`config.mk`:
```
export PLATFORM = sky130hd
export DESIGN_NAME = rlrf_ctrl
export DESIGN_NICKNAME = d
export VERILOG_FILES = /design/src/hdl/rlrf_pkg.sv /design/src/hdl/rlrf_ctrl.sv
export SDC_FILE = /design/constraint.sdc
export NUM_CORES = 1
export LEC_CHECK = 0
export ABC_CLOCK_PERIOD_IN_PS = 2250
export BUFFER_PORTS_ARGS = -buffer_cell sky130_fd_sc_hd__buf_4
export CELL_PAD_IN_SITES_DETAIL_PLACEMENT = 0
export CELL_PAD_IN_SITES_GLOBAL_PLACEMENT = 1
export CORE_MARGIN = 2
export CORE_UTILIZATION = 41
export DETAILED_ROUTE_END_ITERATION = 12
export PLACE_DENSITY_LB_ADDON = 0.1
export SETUP_SLACK_MARGIN = 0.02
export SYNTH_ARGS = -nofsm -noshare
export SYNTH_HDL_FRONTEND = slang
export SYNTH_SLANG_ARGS = --single-unit
```
`constraint.sdc`:
```
create_clock -name i_clk -period 2.25 [get_ports i_clk]
set_input_delay 0.45 -clock i_clk [delete_from_list [all_inputs] [get_ports i_clk]]
set_output_delay 0.45 -clock i_clk [all_outputs]
set_load 0.01 [all_outputs]
```
`src/hdl/rlrf_pkg.sv`:
```
// ----------------------------------------------------------------------------
// rlrf_pkg: shared types, constants and helpers of the robust range filter
// Fixed-point constants, command and status types between controller and
// datapath, and small arithmetic helpers used by the datapath.
// ----------------------------------------------------------------------------
package rlrf_pkg;

    // input and output range format
    localparam int RANGE_FRAC_BITS = 16;

    // register indexes of the configuration port
    localparam logic [1:0] REG_SLOW_RATE    = 2'd0;
    localparam logic [1:0] REG_FAST_RATE    = 2'd1;
    localparam logic [1:0] REG_CUSUM_OFFSET = 2'd2;
    localparam logic [1:0] REG_CUSUM_LIMIT  = 2'd3;

    // register reset values
    localparam logic [16:0] SLOW_RATE_RST    = 17'd6554;
    localparam logic [16:0] FAST_RATE_RST    = 17'd32768;
    localparam logic [23:0] CUSUM_OFFSET_RST = 24'd32768;
    localparam logic [23:0] CUSUM_LIMIT_RST  = 24'd262144;

    // fixed-point constants
    localparam logic signed [17:0] HUBER_K      = 18'sd88146;
    localparam logic [16:0]        MAD_SCALE    = 17'd97164;
    localparam logic [23:0]        SPREAD_FLOOR = 24'd7;
    localparam logic signed [31:0] LN2_Q30      = 32'sd744261118;
    localparam logic signed [31:0] INV_LN2_Q30  = 32'sd1549082005;
    localparam logic signed [63:0] LOG_MAX      = 64'sd8388607;
    localparam logic signed [63:0] LOG_MIN      = -64'sd8388608;
    localparam logic signed [63:0] Q8_MAX       = 64'sd16777215;
    localparam logic [40:0]        E_MAX        = 41'd2147483647;
    localparam logic signed [63:0] EXP_HI       = 64'sd1572864;
    localparam logic signed [63:0] EXP_LO       = -64'sd4194304;

    // smallest accepted range, one micro unit, at least one lsb
    localparam longint TR_FLOOR_RAW = ((64'd1 << RANGE_FRAC_BITS) + 500000) / 1000000;
    localparam logic [31:0] TR_FLOOR = (TR_FLOOR_RAW == 0) ? 32'd1 : 32'(TR_FLOOR_RAW);

    // iteration counts
    localparam int LN_STEPS  = 16;
    localparam int EXP_STEPS = 16;
    localparam int DIV_STEPS = 41;

    // datapath operations
    typedef enum logic [4:0] {
        OP_NONE,
        OP_LOAD,
        OP_LN_SQ,
        OP_LN_MUL,
        OP_LN_RND,
        OP_SEED,
        OP_DIV_E,
        OP_DIV_STEP,
        OP_RISE,
        OP_MU,
        OP_MU_RND,
        OP_PEAK,
        OP_FALL,
        OP_LEVEL,
        OP_TGT,
        OP_SMUL,
        OP_SPR,
        OP_CORR,
        OP_Z,
        OP_EMUL,
        OP_ERND,
        OP_ESTEP,
        OP_EFIN,
        OP_OUT
    } t_op;

    typedef struct packed {
        t_op        op;
        logic [3:0] step;
        logic       pass;
    } t_cmd;

    typedef struct packed {
        logic seeded;
        logic elev;
        logic down;
    } t_stat;

    typedef logic [EXP_STEPS-1:0][31:0] t_root_tab;

    // floor square root, bit by bit
    function automatic logic [63:0] f_isqrt64(input logic [63:0] v);
        logic [63:0] rem;
        logic [63:0] res;
        logic [63:0] bitv;
        rem  = v;
        res  = '0;
        bitv = 64'd1 << 62;
        for (int i = 0; i < 32; i++) begin
            if (rem >= res + bitv) begin
                rem = rem - (res + bitv);
                res = (res >> 1) + bitv;
            end else begin
                res = res >> 1;
            end
            bitv = bitv >> 2;
        end
        return res;
    endfunction

    // factors 2^(2^-j) in Q1.30, in the order the exp steps use them
    function automatic t_root_tab f_root_tab();
        t_root_tab   tab;
        logic [63:0] r;
        r = 64'd1 << 31;
        for (int i = 0; i < EXP_STEPS; i++) begin
            r = f_isqrt64(r << 30);
            tab[i] = r[31:0];
        end
        return tab;
    endfunction

    localparam t_root_tab EXP_ROOT = f_root_tab();

    // shift right with rounding half away from zero
    function automatic logic signed [63:0] f_rnd_shr(input logic signed [63:0] v,
                                                     input int unsigned sh);
        logic [63:0] mag;
        logic [63:0] half;
        half = 64'd1 << (sh - 1);
        mag  = v[63] ? 64'(-v) : 64'(v);
        mag  = (mag + half) >> sh;
        return v[63] ? -$signed(mag) : $signed(mag);
    endfunction

    // one cusum step, saturating to the unsigned 32 bit range
    function automatic logic [31:0] f_cusum(input logic [31:0] sum,
                                            input logic signed [32:0] add,
                                            input logic [23:0] offs);
        logic signed [34:0] s;
        s = $signed({3'b000, sum}) + 35'(add) - $signed({11'd0, offs});
        if (s[34]) begin
            return '0;
        end else if (s[33:32] != 2'b00) begin
            return '1;
        end
        return s[31:0];
    endfunction

endpackage

```
`src/hdl/rlrf_ctrl.sv`:
```
// ----------------------------------------------------------------------------
// rlrf_ctrl: sequencer of the robust range filter
// One-hot state machine that walks the datapath through log, division,
// filter update and the two exp passes, and owns the request handshakes.
// ----------------------------------------------------------------------------
module rlrf_ctrl (
    input  logic              i_clk,
    input  logic              i_rst_n,
    input  logic              i_in_valid,
    output logic              o_in_ready,
    output logic              o_out_valid,
    input  logic              i_out_ready,
    input  rlrf_pkg::t_stat   i_stat,
    output rlrf_pkg::t_cmd    o_cmd
);

    typedef enum logic [25:0] {
        S_IDLE  = 26'd1 << 0,
        S_LN    = 26'd1 << 1,
        S_LNMUL = 26'd1 << 2,
        S_LNRND = 26'd1 << 3,
        S_SEED  = 26'd1 << 4,
        S_DIVE  = 26'd1 << 5,
        S_DIV1  = 26'd1 << 6,
        S_RISE  = 26'd1 << 7,
        S_MU1   = 26'd1 << 8,
        S_MU1R  = 26'd1 << 9,
        S_PEAK  = 26'd1 << 10,
        S_DIV2  = 26'd1 << 11,
        S_FALL  = 26'd1 << 12,
        S_MU2   = 26'd1 << 13,
        S_MU2R  = 26'd1 << 14,
        S_LEVEL = 26'd1 << 15,
        S_TGT   = 26'd1 << 16,
        S_SMUL  = 26'd1 << 17,
        S_SPR   = 26'd1 << 18,
        S_CORR  = 26'd1 << 19,
        S_Z     = 26'd1 << 20,
        S_EMUL  = 26'd1 << 21,
        S_ERND  = 26'd1 << 22,
        S_ESTEP = 26'd1 << 23,
        S_EFIN  = 26'd1 << 24,
        S_OUT   = 26'd1 << 25
    } t_state;

    t_state     r_state, n_state;
    logic [5:0] r_cnt, n_cnt;
    logic       r_pass, n_pass;
    logic       r_valid, n_valid;
    rlrf_pkg::t_op op;

    // next state and command
    always_comb begin
        n_state = r_state;
        n_cnt   = r_cnt;
        n_pass  = r_pass;
        op      = rlrf_pkg::OP_NONE;
        case (r_state)
            S_IDLE: begin
                if (i_in_valid) begin
                    op      = rlrf_pkg::OP_LOAD;
                    n_cnt   = '0;
                    n_state = S_LN;
                end
            end
            S_LN: begin
                op    = rlrf_pkg::OP_LN_SQ;
                n_cnt = r_cnt + 6'd1;
                if (r_cnt == 6'(rlrf_pkg::LN_STEPS - 1)) begin
                    n_state = S_LNMUL;
                end
            end
            S_LNMUL: begin
                op      = rlrf_pkg::OP_LN_MUL;
                n_state = S_LNRND;
            end
            S_LNRND: begin
                op      = rlrf_pkg::OP_LN_RND;
                n_state = i_stat.seeded ? S_DIVE : S_SEED;
            end
            S_SEED: begin
                op      = rlrf_pkg::OP_SEED;
                n_state = S_CORR;
            end
            S_DIVE: begin
                op      = rlrf_pkg::OP_DIV_E;
                n_cnt   = '0;
                n_state = S_DIV1;
            end
            S_DIV1: begin
                op    = rlrf_pkg::OP_DIV_STEP;
                n_cnt = r_cnt + 6'd1;
                if (r_cnt == 6'(rlrf_pkg::DIV_STEPS - 1)) begin
                    n_state = S_RISE;
                end
            end
            S_RISE: begin
                op      = rlrf_pkg::OP_RISE;
                n_state = S_MU1;
            end
            S_MU1: begin
                op      = rlrf_pkg::OP_MU;
                n_state = S_MU1R;
            end
            S_MU1R: begin
                op      = rlrf_pkg::OP_MU_RND;
                n_state = i_stat.elev ? S_PEAK : S_LEVEL;
            end
            S_PEAK: begin
                op      = rlrf_pkg::OP_PEAK;
                n_cnt   = '0;
                n_state = S_DIV2;
            end
            S_DIV2: begin
                op    = rlrf_pkg::OP_DIV_STEP;
                n_cnt = r_cnt + 6'd1;
                if (r_cnt == 6'(rlrf_pkg::DIV_STEPS - 1)) begin
                    n_state = S_FALL;
                end
            end
            S_FALL: begin
                op      = rlrf_pkg::OP_FALL;
                n_state = S_MU2;
            end
            S_MU2: begin
                // redo the level update at the fast rate on recovery
                if (i_stat.down) begin
                    op      = rlrf_pkg::OP_MU;
                    n_state = S_MU2R;
                end else begin
                    n_state = S_LEVEL;
                end
            end
            S_MU2R: begin
                op      = rlrf_pkg::OP_MU_RND;
                n_state = S_LEVEL;
            end
            S_LEVEL: begin
                op      = rlrf_pkg::OP_LEVEL;
                n_state = S_TGT;
            end
            S_TGT: begin
                op      = rlrf_pkg::OP_TGT;
                n_state = S_SMUL;
            end
            S_SMUL: begin
                op      = rlrf_pkg::OP_SMUL;
                n_state = S_SPR;
            end
            S_SPR: begin
                op      = rlrf_pkg::OP_SPR;
                n_state = S_CORR;
            end
            S_CORR: begin
                op      = rlrf_pkg::OP_CORR;
                n_pass  = 1'b0;
                n_state = S_Z;
            end
            S_Z: begin
                op      = rlrf_pkg::OP_Z;
                n_state = S_EMUL;
            end
            S_EMUL: begin
                op      = rlrf_pkg::OP_EMUL;
                n_state = S_ERND;
            end
            S_ERND: begin
                op      = rlrf_pkg::OP_ERND;
                n_cnt   = '0;
                n_state = S_ESTEP;
            end
            S_ESTEP: begin
                op    = rlrf_pkg::OP_ESTEP;
                n_cnt = r_cnt + 6'd1;
                if (r_cnt == 6'(rlrf_pkg::EXP_STEPS - 1)) begin
                    n_state = S_EFIN;
                end
            end
            S_EFIN: begin
                op = rlrf_pkg::OP_EFIN;
                if (r_pass) begin
                    n_state = S_OUT;
                end else begin
                    n_pass  = 1'b1;
                    n_state = S_Z;
                end
            end
            S_OUT: begin
                // wait for the result register to drain
                if (!r_valid || i_out_ready) begin
                    op      = rlrf_pkg::OP_OUT;
                    n_state = S_IDLE;
                end
            end
            default: begin
                n_state = S_IDLE;
            end
        endcase
    end

    // result valid flag
    always_comb begin
        if (op == rlrf_pkg::OP_OUT) begin
            n_valid = 1'b1;
        end else if (i_out_ready) begin
            n_valid = 1'b0;
        end else begin
            n_valid = r_valid;
        end
    end

    always_ff @(posedge i_clk) begin
        if (!i_rst_n) begin
            r_state <= S_IDLE;
            r_cnt   <= '0;
            r_pass  <= 1'b0;
            r_valid <= 1'b0;
        end else begin
            r_state <= n_state;
            r_cnt   <= n_cnt;
            r_pass  <= n_pass;
            r_valid <= n_valid;
        end
    end

    assign o_in_ready  = (r_state == S_IDLE);
    assign o_out_valid = r_valid;
    assign o_cmd.op    = op;
    assign o_cmd.step  = r_cnt[3:0];
    assign o_cmd.pass  = r_pass;

endmodule

```
Yosys cells after proc, flatten, opt, wreduce, memory -nomap -nowiden
Index checks and enable logic that the tools add are counted.
{"block": "totals", "reg_bits": 34, "word_cells": 72, "out_inout_bits": 12}
{"block": "classes", "mux": 20, "eq_ne": 35, "reduce_logical": 12, "add_sub_neg": 1}
{"operator": "case mux 26 bit (25 select lines)", "count": 1}
{"operator": "2-to-1 mux 26 bit", "count": 7}
{"operator": "case mux 5 bit (24 select lines)", "count": 1}
{"operator": "2-to-1 mux 16 bit", "count": 2}
{"operator": "== test 26 x 1 -> 1 bit, second input constant", "count": 1}
{"operator": "== test 26 x 10 -> 1 bit, second input constant", "count": 1}
{"operator": "== test 26 x 11 -> 1 bit, second input constant", "count": 1}
{"operator": "== test 26 x 12 -> 1 bit, second input constant", "count": 1}
{"operator": "== test 26 x 13 -> 1 bit, second input constant", "count": 1}
{"operator": "== test 26 x 14 -> 1 bit, second input constant", "count": 1}
{"operator": "== test 26 x 15 -> 1 bit, second input constant", "count": 1}
{"operator": "== test 26 x 16 -> 1 bit, second input constant", "count": 1}
{"operator": "== test 26 x 17 -> 1 bit, second input constant", "count": 1}
{"operator": "== test 26 x 18 -> 1 bit, second input constant", "count": 1}
{"operator": "== test 26 x 19 -> 1 bit, second input constant", "count": 1}
{"operator": "== test 26 x 2 -> 1 bit, second input constant", "count": 1}
{"operator": "== test 26 x 20 -> 1 bit, second input constant", "count": 1}
{"operator": "== test 26 x 21 -> 1 bit, second input constant", "count": 1}
{"operator": "== test 26 x 22 -> 1 bit, second input constant", "count": 1}
{"operator": "== test 26 x 23 -> 1 bit, second input constant", "count": 1}
{"operator": "== test 26 x 24 -> 1 bit, second input constant", "count": 1}
{"operator": "== test 26 x 25 -> 1 bit, second input constant", "count": 1}
{"operator": "== test 26 bit, second input constant", "count": 1}
{"operator": "== test 26 x 3 -> 1 bit, second input constant", "count": 1}
{"operator": "26 further kinds", "count": 37}

Logic depth before layout (Yosys ltp)
{"block": "logic_depth", "depth_word": 6, "depth_mapped": 9, "depth_no_buf": 7}

Worst setup path after synthesis
OpenSTA, ideal clock, no wires.
{"block": "synth_path", "path_type": "reg-to-output", "startpoint": "register r_state[12]", "endpoint": "output port o_cmd[5] (netlist name)", "path_slack_ns": -0.155, "n_path_buf": 1, "required_time_ns": 1.800, "path_stages_with_launch": 7, "arrival_ns": 1.955, "cell_sequence": "dfxtp_1 > buf_2 > nor4_4 > nand3_2 > nor4_2 > a22oi_1 > nand4_1"}
{"element": "from (decl)", "line": "rlrf_ctrl.sv:46", "rtl": "t_state r_state, n_state;"}
{"element": "from (signal assigned)", "line": "rlrf_ctrl.sv:219", "rtl": "r_state <= n_state;"}
{"element": "to (decl)", "line": "rlrf_ctrl.sv:14", "rtl": "output rlrf_pkg::t_cmd o_cmd"}

==> impl_metrics.tcl <==
set metrics [dict create \
    status "finished, violations left" \
    violations "negative setup slack" \
    drtIter0Drc 203 \
    port_buffers 18 \
    startpoint_type "flop" \
    clk_pin_slew_ns 0.07 \
    hold_viol_final 0 \
    crit-reg2reg-launch "r_state[6]$_SDFFE_PN0P_" \
    fin_tns_setup_ns -2.93 \
    wl_per_cell_um 17.9 \
    synthArstFlopShare 0 \
    crit_family "simple AND/OR/NAND/NOR gates" \
    p_sw_frac 0.359 \
    cts.sinks 34 \
    synthTopCellsByArea "dfxtp_1 30%, nor4_1 4.7%, nor2_1 3.9%" \
    p_per_area_mw_per_mm2 616 \
    ff2ff_setup_slack_ns -0.09 \
    ant_nets 0 \
    ys_seq_area_frac 0.304 \
    cts_buffer_depth 2 \
    ff2ff_path_depth 11 \
    synth_compound_area_frac 0.116 \
    synth_top_family_by_area "simple AND/OR/NAND/NOR gates" \
    synth_adder_area_share 0.0112 \
    period_share 1.19 \
    cpMostUsedCell "buf_4" \
    synthXorXnorAreaFrac 0.0469 \
    syn_inst 267 \
    synth_edf_count 0 \
    antenna_found_initial 0 \
    drt_pass1_iterations 5 \
    ys.flop_type "dfxtp_1" \
    dpl.hpwl_um 5420 \
    path_cells "nor4_4 > buf_4 > nand4_1 > buf_4 > nor4_1 > buf_4 > nor3_1 > nand4b_1 > buf_4" \
    grt_pass1_vias 2550 \
    ys_seq_elements 34 \
    drt_wl_total_um 8230 \
    die_height_um 78.0 \
    nets 399 \
    core_mm2 0.00520 \
    cp_slowest_cell "dfxtp_2" \
    cts_tree "yes" \
    worstSetupPathType "reg2out" \
    reg2reg_to "r_state[0]$_SDFFE_PN1P_" \
    area_growth_pct 68.2 \
    cts_root_buffer "clkbuf_8" \
    yosysWarnings 0 \
    die-width_um 78.0 \
    clock_skew_ns 0.0157 \
    overflow 0 \
    power.net_switching_mw 0.834 \
    synthMuxAreaShare 0.0134 \
    syn_nets 276 \
    hp-class "in2reg" \
    rsz0062_at_grt "true" \
    endpoint_kind "output pin" \
    synthDistinctLibCells 56 \
    power.total_mw 2.32 \
    place_inst 432 \
    route.detailed.drc 0 \
    boundaryPins 19 \
    via_count 2591 \
    placed_cell_area_mm2 0.00312 \
    ir_drop_uv 632 \
    grt_first_pass_wirelength_um 12500 \
    hold_end "r_state[4]$_SDFFE_PN0P_" \
    grt_max_degree 31 \
    fillers 402 \
    intPower_mw 1.49 \
    p_seq_frac 0.288 \
    n_antenna_cell 0 \
    num_rows 26 \
    setup_viol 22 \
    p_comb_frac 0.499 \
    dieArea_mm2 0.00608 \
    holdPathStages 2 \
    routabilityCongestion 0.874 \
    register_area_um2 698 \
    fin_cells 461 \
    cp_slowest_stage_delay_ns 0.34 \
    min_from "i_stat[2]" \
    fin_ws_ns -0.434 \
    cts_max_level 2 \
    crit_buf_inv 4 \
    groute.usage.overall 0.266 \
    viasPerCell 5.62 \
    cts_buffers 5 \
    drive_above_1_share 0.545 \
    finalCriticalPeriod_ns 2.68 \
    multi_input_area_mm2 0.00182 \
    avgSynthCellArea_um2 8.40 \
    yosys.area.top_type "dfxtp_1" \
    startpoint "r_state[6]$_SDFFE_PN0P_" \
    p_clk_frac 0.213 \
    fmax_ghz 0.373 \
    drv_slew 0 \
    required_ns 1.80 \
    start_util 0.431 \
    leakage_nw 1.69 \
    cts_hold_buf 0 \
    cp_max_fo 3 \
    worstMarginPinSlew_ns 0.475 \
    worstSkewPairLatency_ns 0.31 \
    syn-cell-area_mm2 0.00224 \
    yosys.area_share.simple 0.449 \
    synth_top_area_frac 0.304 \
    fin_area_mm2 0.00377 \
    drv_cap 0 \
    crit_arrival_ns 2.23 \
    max_slew_margin 0.680 \
]
## cells in the mapped netlist (3+ instances only)
| cell | number |
|---|---|
| nor4b_1 | 4 |
| nor4_1 | 17 |
| and2_1 | 7 |
| nand4b_1 | 4 |
| nor2b_1 | 7 |
| and3_1 | 8 |
| nand4_1 | 7 |
| or4_1 | 3 |
| nand3_1 | 10 |
| xor2_1 | 8 |
| o21ai_0 | 5 |
| buf_2 | 8 |
| a211oi_1 | 3 |
| mux2i_1 | 3 |
| o21a_1 | 5 |
| or3_1 | 4 |
| inv_1 | 7 |
| nor2_1 | 23 |
| a21oi_1 | 3 |
| nand2_1 | 15 |
| nand3b_1 | 5 |
| or2_1 | 3 |
| xnor2_1 | 4 |
| or4b_2 | 3 |
| nand2b_1 | 5 |
| dfxtp_1 | 34 |
| nor3_1 | 12 |
| buf_4 | 6 |
| nor4_4 | 4 |
| clkbuf_1 | 6 |
## power groups by stage
stage / Clock [mW] / Sequential [mW] / Combinational, mW
after floorplan: 0 / 0.652 / 0.422
after global placement: 0 / 0.665 / 0.847
after detailed placement: 0 / 0.665 / 0.854
after CTS: 0.494 / 0.655 / 0.965
after global routing: 0.528 / 0.672 / 1.23
final: 0.495 / 0.669 / 1.16
## worst max path at each step
stage / slack, ns / end / cells after the start
2_1_floorplan: -0.02 / o_cmd[5] / 9
3_3_place_gp: -0.23 / o_cmd[7] / 7
3_5_place_dp: -0.24 / o_cmd[7] / 7
4_1_cts: -0.35 / o_cmd[6] / 9
5_1_grt: -0.54 / o_cmd[5] / 10
6_report: -0.43 / o_cmd[7] / 9
## worst reg2reg max path: stages (launching register included)
cell and delay (ns):
dfxtp_2 0.34, nor4_4 0.33, buf_4 0.21, buf_4 0.11
buf_4 0.10, or3b_4 0.38, nor4_2 0.16, buf_4 0.17
a2111oi_4 0.05, buf_4 0.17, nand3_1 0.09, o211ai_1 0.11
## flip-flops by register name, summed over array words and instances (netlist names)
signal	cells
r_pass	1
r_state	26
r_cnt	6
o_out_valid	1
## through the flow
step                      hold slack (ns)  setup WS, ns  utilization
after floorplan                     0.467       -0.0153            -
after global placement              0.511        -0.232        0.599
after detailed placement            0.517        -0.240        0.599
after CTS                           0.307        -0.352        0.671
after global routing                0.316        -0.543        0.725
final                               0.311        -0.434        0.725
## placed cells by master, fill, tap and decap left out, types with 5 or more instances in the layout
master    count
nand2_1      13
nor3_1        6
nor2b_1       7
buf_4       127
nand3_4       5
inv_1         7
o21a_1        5
o21ai_0       5
dfxtp_2       8
xor2_1        8
clkbuf_8      6
nor4_4       13
and2_1        7
nand3_1       7
nand4_1       7
nand3b_1      5
dfxtp_1      24
and3_1        8
nor2_2        5
nor2_1       18
nor4_1        5
nor4_2        5
nor3_2        5
buf_6         7
## logic make-up after synthesis
kind of cell / count (synthesis)
fa+ha+maj: 2
xor+xnor: 12
simple gates: 156
compound gates: 33
buf+inv: 27
mux: 3
flops: 34
## layer usage
metal / up-vias / global-route usage / routed length, µm
met5: - / 0 / 0
met4: 0 / 0.121 / 239
met3: 18 / 0.0535 / 399
met2: 91 / 0.422 / 3950
met1: 1237 / 0.346 / 3650
li1: 1245 / - / -
## final cells by class
type | count | area share
Tap cell | 70 | 0.0232
Sequential cell | 34 | 0.185
Inverter | 7 | 0.00697
Multi-Input combinational cell | 207 | 0.482
Clock inverter | 1 | 0.00133
Timing Repair Buffer | 135 | 0.279
Clock buffer | 7 | 0.0229
## repair_timing
action	4_1_cts	5_1_grt
setup endpoints to repair	8	23
resized for setup	36	41
pin swaps	11	19
cloned	1	0
setup buffers	14	7
hold endpoints to repair	0	0
Note: power is estimated with default switching activity, not from simulation.
